--- config.mk ---
export PLATFORM = sky130hd
export DESIGN_NAME = stepper_speed_stall_supervisor_top
export DESIGN_NICKNAME = d
export VERILOG_FILES = /design/src/design/sssup_pkg.sv /design/src/design/stepper_speed_stall_supervisor_top.sv
export SDC_FILE = /design/constraint.sdc
export NUM_CORES = 2
export LEC_CHECK = 0
export ABC_AREA = 1
export BUFFER_PORTS_ARGS = -buffer_cell sky130_fd_sc_hd__clkbuf_2
export CAP_MARGIN = 10
export CORE_MARGIN = 2
export CORE_UTILIZATION = 42
export DETAILED_ROUTE_END_ITERATION = 8
export PLACE_DENSITY_LB_ADDON = 0.15
export SLEW_MARGIN = 20
export SYNTH_ARGS = -nofsm -noshare
export SYNTH_HDL_FRONTEND = slang
export SYNTH_SLANG_ARGS = --single-unit
--- constraint.sdc ---
create_clock -name clk -period 9.51 [get_ports clk]
set_input_delay 0.4755 -clock clk [delete_from_list [all_inputs] [get_ports clk]]
set_output_delay 0.4755 -clock clk [all_outputs]
set_load 0.02 [all_outputs]
--- src/design/sssup_pkg.sv ---
`timescale 1ns / 1ps
// ----------------------------------------------------------------------------
// sssup_pkg
// Widths, action codes, register indexes and reset values of the stepper
// speed and stall supervisor.
// ----------------------------------------------------------------------------
package sssup_pkg;

    localparam int MOTORS_DEFAULT = 8;

    // item fields
    localparam int ACTION_W = 3;
    localparam int MOTOR_W  = 3;
    localparam int SPEED_W  = 24;
    localparam int POS_W    = 32;
    localparam int FREQ_W   = 22;

    // configuration port
    localparam int CFG_IDX_W  = 3;
    localparam int CFG_DATA_W = 16;
    localparam int STEPS_W    = 14;
    localparam int SCALE_W    = 16;
    localparam int ALPHA_W    = 16;
    localparam int LOCK_W     = 7;
    localparam int STOP_W     = 4;

    // shared multiplier
    localparam int MUL_A_W = 34;
    localparam int MUL_B_W = 18;
    localparam int PROD_W  = MUL_A_W + MUL_B_W;

    // action codes
    localparam logic [ACTION_W-1:0] ACT_TICK        = 3'd0;
    localparam logic [ACTION_W-1:0] ACT_STOP        = 3'd1;
    localparam logic [ACTION_W-1:0] ACT_CLEAR_STALL = 3'd2;
    localparam logic [ACTION_W-1:0] ACT_CLEAR_COUNT = 3'd3;
    localparam logic [ACTION_W-1:0] ACT_SEED        = 3'd4;

    // register indexes
    localparam logic [CFG_IDX_W-1:0] REG_STEPS_PER_UNIT = 3'd0;
    localparam logic [CFG_IDX_W-1:0] REG_SPEED_SCALE    = 3'd1;
    localparam logic [CFG_IDX_W-1:0] REG_FILTER_ALPHA   = 3'd2;
    localparam logic [CFG_IDX_W-1:0] REG_LOCK_LIMIT     = 3'd3;
    localparam logic [CFG_IDX_W-1:0] REG_STOP_TICKS     = 3'd4;
    localparam logic [CFG_IDX_W-1:0] REG_LOCK_WATCH     = 3'd5;

    // register reset values
    localparam logic [STEPS_W-1:0] STEPS_RESET = 14'd12800;
    localparam logic [SCALE_W-1:0] SCALE_RESET = 16'd256;
    localparam logic [ALPHA_W-1:0] ALPHA_RESET = 16'd6554;
    localparam logic [LOCK_W-1:0]  LOCK_RESET  = 7'd100;
    localparam logic [STOP_W-1:0]  STOP_RESET  = 4'd10;

endpackage

--- src/design/stepper_speed_stall_supervisor_top.sv ---
`timescale 1ns / 1ps
// ----------------------------------------------------------------------------
// stepper_speed_stall_supervisor_top
// Per-motor speed estimate, stall watch and step frequency, one item at a time.
// ----------------------------------------------------------------------------
// Input channel: in_valid/in_stall carries action, motor_index, speed_cmd,
// position and machine_running. Each transfer gives exactly one result on
// out_valid/out_stall: step_freq, direction, freq_update, running, stalled,
// any_stalled and filtered_speed.
// A tick item steps through S_MUL_DELTA, S_MUL_OLD, S_MUL_NEW, S_UPDATE,
// S_MUL_FREQ and S_FINISH (the shared 34x18 multiplier runs four times: delta
// scale, two filter terms, step frequency); other actions go through S_MISC,
// S_MUL_FREQ and S_FINISH, which loads the result into the output register.
// in_stall is high while an item is in work. A finished result sits in the
// output register, so the next item is taken while it waits; when the
// receiver keeps stalling, the following item holds in its last step until
// the output register frees up. Reset clears all per-motor state and loads the
// register defaults. Registers are written through cfg_we/cfg_index/cfg_data
// while idle, a rule for the user; the block itself does not enforce it.
// ----------------------------------------------------------------------------
module stepper_speed_stall_supervisor_top #(
    parameter int MOTORS = sssup_pkg::MOTORS_DEFAULT
) (
    input  logic                                  clk,
    input  logic                                  rst_n,
    input  logic                                  in_valid,
    output logic                                  in_stall,
    input  logic [sssup_pkg::ACTION_W-1:0]        action,
    input  logic [sssup_pkg::MOTOR_W-1:0]         motor_index,
    input  logic signed [sssup_pkg::SPEED_W-1:0]  speed_cmd,
    input  logic signed [sssup_pkg::POS_W-1:0]    position,
    input  logic                                  machine_running,
    output logic                                  out_valid,
    input  logic                                  out_stall,
    output logic [sssup_pkg::FREQ_W-1:0]          step_freq,
    output logic                                  direction,
    output logic                                  freq_update,
    output logic                                  running,
    output logic                                  stalled,
    output logic                                  any_stalled,
    output logic signed [sssup_pkg::SPEED_W-1:0]  filtered_speed,
    input  logic                                  cfg_we,
    input  logic [sssup_pkg::CFG_IDX_W-1:0]       cfg_index,
    input  logic [sssup_pkg::CFG_DATA_W-1:0]      cfg_data
);

    localparam int MIDX_W = (MOTORS > 1) ? $clog2(MOTORS) : 1;
    localparam int SW     = sssup_pkg::SPEED_W;
    localparam int PW     = sssup_pkg::POS_W;

    typedef enum logic [2:0] {
        S_IDLE,
        S_MUL_DELTA,
        S_MUL_OLD,
        S_MUL_NEW,
        S_UPDATE,
        S_MISC,
        S_MUL_FREQ,
        S_FINISH
    } state_t;

    state_t state_reg;

    // latched item
    logic [sssup_pkg::ACTION_W-1:0] action_reg;
    logic [sssup_pkg::MOTOR_W-1:0]  motor_reg;
    logic signed [SW-1:0]           cmd_reg;
    logic signed [PW-1:0]           pos_reg;
    logic                           mrun_reg;

    // configuration
    logic [sssup_pkg::STEPS_W-1:0] steps_reg;
    logic [sssup_pkg::SCALE_W-1:0] scale_reg;
    logic [sssup_pkg::ALPHA_W-1:0] alpha_reg;
    logic [sssup_pkg::LOCK_W-1:0]  lock_reg;
    logic [sssup_pkg::STOP_W-1:0]  stop_reg;
    logic                          watch_reg;

    // per-motor state
    logic signed [PW-1:0]          prev_pos_reg  [MOTORS];
    logic signed [SW-1:0]          smoothed_reg  [MOTORS];
    logic signed [SW-1:0]          applied_reg   [MOTORS];
    logic [sssup_pkg::LOCK_W-1:0]  stall_cnt_reg [MOTORS];
    logic [sssup_pkg::STOP_W-1:0]  zero_cnt_reg  [MOTORS];
    logic [MOTORS-1:0]             run_reg;
    logic [MOTORS-1:0]             stall_reg;

    // working registers
    logic signed [sssup_pkg::PROD_W-1:0] prod_reg;
    logic signed [sssup_pkg::PROD_W-1:0] acc_reg;
    logic signed [SW-1:0]                sample_reg;
    logic signed [SW-1:0]                spd_reg;
    logic                                upd_reg;

    // result register
    logic                         out_valid_reg;
    logic [sssup_pkg::FREQ_W-1:0] step_freq_reg;
    logic                         direction_reg;
    logic                         freq_update_reg;
    logic                         running_reg;
    logic                         stalled_reg;
    logic                         any_stalled_reg;
    logic signed [SW-1:0]         filtered_reg;

    // combinational
    logic [MIDX_W-1:0]                   m_idx;
    logic                                m_valid;
    logic                                is_tick;
    logic                                in_xfer;
    logic                                out_load;
    logic signed [PW:0]                  delta;
    logic [sssup_pkg::ALPHA_W:0]         alpha_comp;
    logic [SW:0]                         spd_mag;
    logic signed [sssup_pkg::MUL_A_W-1:0] mul_a;
    logic signed [sssup_pkg::MUL_B_W-1:0] mul_b;
    logic signed [sssup_pkg::PROD_W-1:0] prod_next;
    logic signed [SW-1:0]                sample_next;
    logic signed [sssup_pkg::PROD_W-1:0] filt_sum;
    logic signed [SW-1:0]                sm_next;
    logic signed [SW-1:0]                eff;
    logic                                monitor;
    logic                                opposing;
    logic [sssup_pkg::LOCK_W:0]          cnt_next;
    logic                                trip;
    logic signed [SW-1:0]                s_next;
    logic [sssup_pkg::FREQ_W-1:0]        freq_val;
    logic [sssup_pkg::STOP_W:0]          zc_inc;
    logic                                zc_over;
    logic [sssup_pkg::STOP_W-1:0]        zc_next;
    logic                                run_fin;

    assign m_idx    = MIDX_W'(motor_reg);
    assign m_valid  = int'(motor_reg) < MOTORS;
    assign is_tick  = (action_reg == sssup_pkg::ACT_TICK) && m_valid;
    assign in_stall = (state_reg != S_IDLE);
    assign in_xfer  = in_valid && !in_stall;
    assign out_load = (state_reg == S_FINISH) && (!out_valid_reg || !out_stall);

    assign delta      = {pos_reg[PW-1], pos_reg}
                      - {prev_pos_reg[m_idx][PW-1], prev_pos_reg[m_idx]};
    assign alpha_comp = 17'h10000 - {1'b0, alpha_reg};
    assign spd_mag    = spd_reg[SW-1] ? (25'd0 - {spd_reg[SW-1], spd_reg})
                                      : {1'b0, spd_reg};

    // shared multiplier operand select
    always_comb
    begin
        unique case (state_reg)
            S_MUL_DELTA:
            begin
                mul_a = {delta[PW], delta};
                mul_b = {2'b00, scale_reg};
            end
            S_MUL_OLD:
            begin
                mul_a = {{10{smoothed_reg[m_idx][SW-1]}}, smoothed_reg[m_idx]};
                mul_b = {1'b0, alpha_comp};
            end
            S_MUL_NEW:
            begin
                mul_a = {{10{sample_reg[SW-1]}}, sample_reg};
                mul_b = {2'b00, alpha_reg};
            end
            S_MUL_FREQ:
            begin
                mul_a = {9'd0, spd_mag};
                mul_b = {4'd0, steps_reg};
            end
            default:
            begin
                mul_a = '0;
                mul_b = '0;
            end
        endcase
    end

    assign prod_next = mul_a * mul_b;

    // scaled delta >> 8, saturated to the speed range
    always_comb
    begin
        if ((&prod_reg[51:31]) || !(|prod_reg[51:31]))
            sample_next = prod_reg[31:8];
        else if (prod_reg[51])
            sample_next = 24'sh800000;
        else
            sample_next = 24'sh7FFFFF;
    end

    assign filt_sum = acc_reg + prod_reg;
    assign sm_next  = filt_sum[39:16];

    // stall watch and applied speed
    always_comb
    begin
        eff      = stall_reg[m_idx] ? '0 : cmd_reg;
        monitor  = mrun_reg && watch_reg;
        opposing = ((eff > 0) && (sm_next < 0)) || ((eff < 0) && (sm_next > 0));
        cnt_next = {1'b0, stall_cnt_reg[m_idx]} + 8'(opposing);
        trip     = monitor && (cnt_next > {1'b0, lock_reg});
        s_next   = trip ? '0 : eff;
    end

    // stopped detection on zero frequency
    assign freq_val = prod_reg[37:16];
    assign zc_inc   = {1'b0, zero_cnt_reg[m_idx]} + 5'd1;
    assign zc_over  = (freq_val == '0) && (zc_inc > {1'b0, stop_reg});
    always_comb
    begin
        if (freq_val != '0)
            zc_next = '0;
        else if (zc_over)
            zc_next = stop_reg;
        else
            zc_next = zc_inc[sssup_pkg::STOP_W-1:0];
        run_fin = (is_tick && zc_over) ? 1'b0 : run_reg[m_idx];
    end

    always_ff @(posedge clk or negedge rst_n)
    begin
        if (!rst_n)
        begin
            state_reg       <= S_IDLE;
            action_reg      <= '0;
            motor_reg       <= '0;
            cmd_reg         <= '0;
            pos_reg         <= '0;
            mrun_reg        <= 1'b0;
            steps_reg       <= sssup_pkg::STEPS_RESET;
            scale_reg       <= sssup_pkg::SCALE_RESET;
            alpha_reg       <= sssup_pkg::ALPHA_RESET;
            lock_reg        <= sssup_pkg::LOCK_RESET;
            stop_reg        <= sssup_pkg::STOP_RESET;
            watch_reg       <= 1'b1;
            for (int i = 0; i < MOTORS; i++)
            begin
                prev_pos_reg[i]  <= '0;
                smoothed_reg[i]  <= '0;
                applied_reg[i]   <= '0;
                stall_cnt_reg[i] <= '0;
                zero_cnt_reg[i]  <= '0;
            end
            run_reg         <= '0;
            stall_reg       <= '0;
            prod_reg        <= '0;
            acc_reg         <= '0;
            sample_reg      <= '0;
            spd_reg         <= '0;
            upd_reg         <= 1'b0;
            out_valid_reg   <= 1'b0;
            step_freq_reg   <= '0;
            direction_reg   <= 1'b1;
            freq_update_reg <= 1'b0;
            running_reg     <= 1'b0;
            stalled_reg     <= 1'b0;
            any_stalled_reg <= 1'b0;
            filtered_reg    <= '0;
        end
        else
        begin
            if (cfg_we)
            begin
                unique case (cfg_index)
                    sssup_pkg::REG_STEPS_PER_UNIT: steps_reg <= cfg_data[13:0];
                    sssup_pkg::REG_SPEED_SCALE:    scale_reg <= cfg_data;
                    sssup_pkg::REG_FILTER_ALPHA:   alpha_reg <= cfg_data;
                    sssup_pkg::REG_LOCK_LIMIT:     lock_reg  <= cfg_data[6:0];
                    sssup_pkg::REG_STOP_TICKS:     stop_reg  <= cfg_data[3:0];
                    sssup_pkg::REG_LOCK_WATCH:     watch_reg <= cfg_data[0];
                    default: ;
                endcase
            end

            // a reload in the same cycle keeps the register full
            if (out_valid_reg && !out_stall && !out_load)
                out_valid_reg <= 1'b0;

            unique case (state_reg)
                S_IDLE:
                begin
                    if (in_xfer)
                    begin
                        action_reg <= action;
                        motor_reg  <= motor_index;
                        cmd_reg    <= speed_cmd;
                        pos_reg    <= position;
                        mrun_reg   <= machine_running;
                        if ((action == sssup_pkg::ACT_TICK) && (int'(motor_index) < MOTORS))
                            state_reg <= S_MUL_DELTA;
                        else
                            state_reg <= S_MISC;
                    end
                end
                S_MUL_DELTA:
                begin
                    prod_reg  <= prod_next;
                    state_reg <= S_MUL_OLD;
                end
                S_MUL_OLD:
                begin
                    sample_reg <= sample_next;
                    prod_reg   <= prod_next;
                    state_reg  <= S_MUL_NEW;
                end
                S_MUL_NEW:
                begin
                    acc_reg   <= prod_reg;
                    prod_reg  <= prod_next;
                    state_reg <= S_UPDATE;
                end
                S_UPDATE:
                begin
                    smoothed_reg[m_idx] <= sm_next;
                    prev_pos_reg[m_idx] <= pos_reg;
                    if (trip)
                    begin
                        stall_reg[m_idx]     <= 1'b1;
                        stall_cnt_reg[m_idx] <= '0;
                        zero_cnt_reg[m_idx]  <= '0;
                    end
                    else if (monitor)
                        stall_cnt_reg[m_idx] <= cnt_next[sssup_pkg::LOCK_W-1:0];
                    if (s_next != '0)
                        run_reg[m_idx] <= 1'b1;
                    else if (trip)
                        run_reg[m_idx] <= 1'b0;
                    applied_reg[m_idx] <= s_next;
                    upd_reg   <= trip || (s_next != applied_reg[m_idx]);
                    spd_reg   <= s_next;
                    state_reg <= S_MUL_FREQ;
                end
                S_MISC:
                begin
                    if (action_reg == sssup_pkg::ACT_CLEAR_STALL ||
                        action_reg == sssup_pkg::ACT_CLEAR_COUNT)
                    begin
                        for (int i = 0; i < MOTORS; i++)
                            stall_cnt_reg[i] <= '0;
                        if (action_reg == sssup_pkg::ACT_CLEAR_STALL)
                        begin
                            run_reg   <= '0;
                            stall_reg <= '0;
                        end
                    end
                    if (m_valid && action_reg == sssup_pkg::ACT_STOP)
                    begin
                        applied_reg[m_idx]   <= '0;
                        zero_cnt_reg[m_idx]  <= '0;
                        stall_cnt_reg[m_idx] <= '0;
                        run_reg[m_idx]       <= 1'b0;
                    end
                    if (m_valid && action_reg == sssup_pkg::ACT_SEED)
                        prev_pos_reg[m_idx] <= pos_reg;
                    if (m_valid && action_reg != sssup_pkg::ACT_STOP)
                        spd_reg <= applied_reg[m_idx];
                    else
                        spd_reg <= '0;
                    upd_reg   <= m_valid && (action_reg == sssup_pkg::ACT_STOP);
                    state_reg <= S_MUL_FREQ;
                end
                S_MUL_FREQ:
                begin
                    prod_reg  <= prod_next;
                    state_reg <= S_FINISH;
                end
                S_FINISH:
                begin
                    if (out_load)
                    begin
                        if (is_tick)
                        begin
                            zero_cnt_reg[m_idx] <= zc_next;
                            run_reg[m_idx]      <= run_fin;
                        end
                        out_valid_reg   <= 1'b1;
                        step_freq_reg   <= freq_val;
                        direction_reg   <= !spd_reg[SW-1];
                        freq_update_reg <= upd_reg;
                        running_reg     <= m_valid && run_fin;
                        stalled_reg     <= m_valid && stall_reg[m_idx];
                        any_stalled_reg <= |stall_reg;
                        filtered_reg    <= m_valid ? smoothed_reg[m_idx] : '0;
                        state_reg       <= S_IDLE;
                    end
                end
                default:
                    state_reg <= S_IDLE;
            endcase
        end
    end

    assign out_valid      = out_valid_reg;
    assign step_freq      = step_freq_reg;
    assign direction      = direction_reg;
    assign freq_update    = freq_update_reg;
    assign running        = running_reg;
    assign stalled        = stalled_reg;
    assign any_stalled    = any_stalled_reg;
    assign filtered_speed = filtered_reg;

endmodule
==> impl_metrics.py <==
metrics = {
    "finish": {
        "drive_gt1_share_pct": 12.6,
        "final_cells": 11400,
        "areaGrowthSynthToFinish_pct": 14.3,
        "fin_util_pct": 48.3,
        "largest_register_ffs": 256,
        "nets": 9810,
    },
    "placement": {
        "dp_slack_ns": -0.332,
        "dp_hpwl_um": 195000,
        "port-buffer-count": 139,
        "gp_congestion": 0.952,
        "dp_cells": 11100,
    },
    "global_route": {
        "grt_pass1_wl_um": 399000,
        "track_usage_pct": 30.1,
        "grt_overflow": 0,
        "grt_pass1_vias": 63200,
        "grt_max_degree": 187,
        "grt_antenna_before_repair": 3,
    },
    "sta": {
        "maxSlewViolCount": 0,
        "worst_pin_slew_ns": 1.15,
        "timing.fmax_mhz": 109,
        "period_share_pct": 96.3,
        "setup_slack_ns": 0.354,
        "hold_viol_final": 0,
        "max_slew_margin_pct": 23.1,
        "fin_crit_ns": 9.16,
        "clock_skew_ns": 0.0994,
        "setup_viol": 0,
    },
    "yosys": {
        "syn_avg_cell_area_um2": 8.34,
        "synth-main-ff-cell": "dfrtp_1",
        "synth_seq_cells": 1061,
        "synth_edf_count": 0,
        "ys_types": 62,
        "syn_area_um2": 72500,
        "yosys_warnings": 0,
        "ys_seq_area_share_pct": 36.6,
        "synthArstFlopShare_pct": 100,
        "syn_inst": 8693,
        "syn_nets": 9528,
    },
    "detailed_routing": {
        "drtPass1Iterations": 6,
        "wl_per_cell_um": 23.3,
        "detail_route.iter0.violations": 5956,
        "via_per_inst": 5.55,
        "ant_nets": 0,
        "via_count": 63100,
        "drc": 0,
        "wl_um": 265000,
    },
    "cts": {
        "cts_max_level": 3,
        "cts_num_sinks": 1061,
        "numCtsBuffers": 117,
        "clk_latency_ns": 0.82,
        "clk_pin_slew_ns": 0.07,
        "cts_tree": "built",
        "ctsRootBufferMaster": "clkbuf_16",
        "clock_path_buffers": 3,
    },
    "setup_path": {
        "path_common_cell": "nand2_1",
        "worstPathRequired_ns": 10.09,
        "cp_max_fo": 20,
        "worst-path-buf-inv": 11,
        "critical_path.max_stage_delay_ns": 0.55,
        "slowest_stage": "fa_1",
        "crit_type": "reg2reg",
        "start_kind": "flip-flop",
        "cp-end-kind": "flip-flop",
        "cp_top_family": "adder cells",
        "cp_data_arrival_time_ns": 9.74,
    },
    "die": {
        "core_um2": 172000,
        "fp.dieH_um": 420,
        "initial_core_util_pct": 42.3,
        "rows": 152,
        "die_w_um": 420,
        "dieArea_um2": 176000,
        "pin_count": 140,
    },
    "hold_path": {
        "min_path_type": "in2reg",
    },
    "flow_run": {
        "max_cap_viol_count": 0,
    },
    "run_status": {
        "status": "finished clean",
    },
}
[through the flow]
step / cell area (µm²) / hold slack (ns) / TNS, ns
final: 82900 / 0.0497 / 0
after global routing: 82900 / 0.0610 / -0.0845
after global placement: 77200 / 0.460 / -1.32
after CTS: 81900 / 0.00445 / 0
after floorplan: 72500 / 0.180 / 0
after detailed placement: 77200 / 0.467 / -2.23
[area by class of cell]
cell class / count / area, µm²
fillers: 16800 / 88700
multi-input cells: 5774 / 39600
flip-flops and latches: 1061 / 26600
inverters: 1464 / 5530
repair buffers: 557 / 4300
clock buffers: 176 / 3460
well taps: 2310 / 2890
clock inverters: 39 / 495
diodes: 4 / 10.0
[metal layers]
layer  share of wire (%)  track usage (%)  wire length [µm]  vias up
li1                    -                -                 -    28700
met1                  43             40.7            113000    31500
met2                  46             47.8            121000     2372
met3                 6.5             3.95             17100      540
met4                 5.3             14.4             14000        0
met5                   0                0                 0        -
[cells by family (layout without fill, tap and decap cells)]
kind of cell               count (synthesis)  count (layout)  share of synthesized area, %
xor gates and xnor gates                  56              56                         0.687
AOI/OAI and AO/OA                       1956            1956                          15.7
buffers and inverters                   1859            2236                          9.95
adders and majority gates                748             748                          18.5
muxes                                    184             184                          2.86
DFF                                     1061            1061                          36.6
and+or+nand+nor                         2829            2830                          15.7
other                                      0               4                             0
[cell usage after synthesis, types with 88 or more instances]
library cell / count / area [µm²]
a21oi_1: 297 / 1490
buf_2: 88 / 440
clkbuf_1: 255 / 957
dfrtp_1: 1043 / 26100
fa_1: 541 / 10800
ha_1: 207 / 2590
inv_1: 1424 / 5350
mux2_2: 184 / 2070
nand2_1: 1767 / 6630
nand3_1: 152 / 761
nor2_1: 670 / 2510
nor3_1: 91 / 455
o21ai_0: 898 / 4490
o22ai_1: 314 / 1960
[what timing repair did]
action / CTS / global route
setup buffers: 7 / 27
endpoints found under the setup margin: 26 / 33
cloned: 0 / 2
hold endpoints to repair: 135 / 0
pin swaps: 4 / 24
hold buffers: 63 / 0
resized for setup: 19 / 167
[tightest hold or removal path: cells and delay by family]
kind	cells	cell delay, ns
buffers and inverters	1	0.17
and+or+nand+nor	1	0.07
AOI/OAI and AO/OA	1	0.10
[path summary, 6_finish.rpt]
| kind | startpoint | to | slack [ns] | depth (start not counted) |
|---|---|---|---|---|
| setup / recovery | m_idx[2] | prod_reg[28] | 0.35 | 39 |
| hold / removal | motor_index[2] | m_idx[2] | 0.05 | 3 |
| setup reg to reg | m_idx[2] | prod_reg[28] | 0.35 | 39 |
| hold reg to reg | acc_reg[15] | acc_reg[15] | 0.48 | 2 |
| max in group asynchronous | rst_n | prod_reg[47] | 6.77 | 5 |
| min in group asynchronous | rst_n | stall_cnt_reg[8] | 0.25 | 2 |
[layout by cell type (no fill, tap or decap), drive strengths merged, types with 4 or more instances in the layout]
| cell | instances |
|---|---|
| a22o | 18 |
| o31ai | 28 |
| a31oi | 63 |
| bufinv | 6 |
| dlygate4sd3 | 63 |
| nand3 | 155 |
| o221ai | 4 |
| or2 | 32 |
| fa | 541 |
| o2111ai | 34 |
| nand4 | 61 |
| a22oi | 87 |
| a211oi | 5 |
| diode | 4 |
| nor4 | 16 |
| ha | 207 |
| a21o | 15 |
| clkinv | 42 |
| xnor2 | 25 |
| buf | 355 |
| dfstp | 18 |
| o21bai | 12 |
| inv | 1452 |
| a41oi | 7 |
| mux2 | 184 |
| nor3 | 95 |
| xor2 | 31 |
| o22ai | 314 |
| a221oi | 82 |
| clkbuf | 315 |
| a21boi | 6 |
| o21a | 21 |
| a2bb2oi | 13 |
| a21oi | 297 |
| o21ai | 929 |
| o211ai | 15 |
| nand3b | 16 |
| nor2 | 679 |
| nand2 | 1773 |
| dfrtp | 1043 |
Power is not shown: default switching activity piles up to over one toggle a cycle in this logic, so the estimate is an artifact.
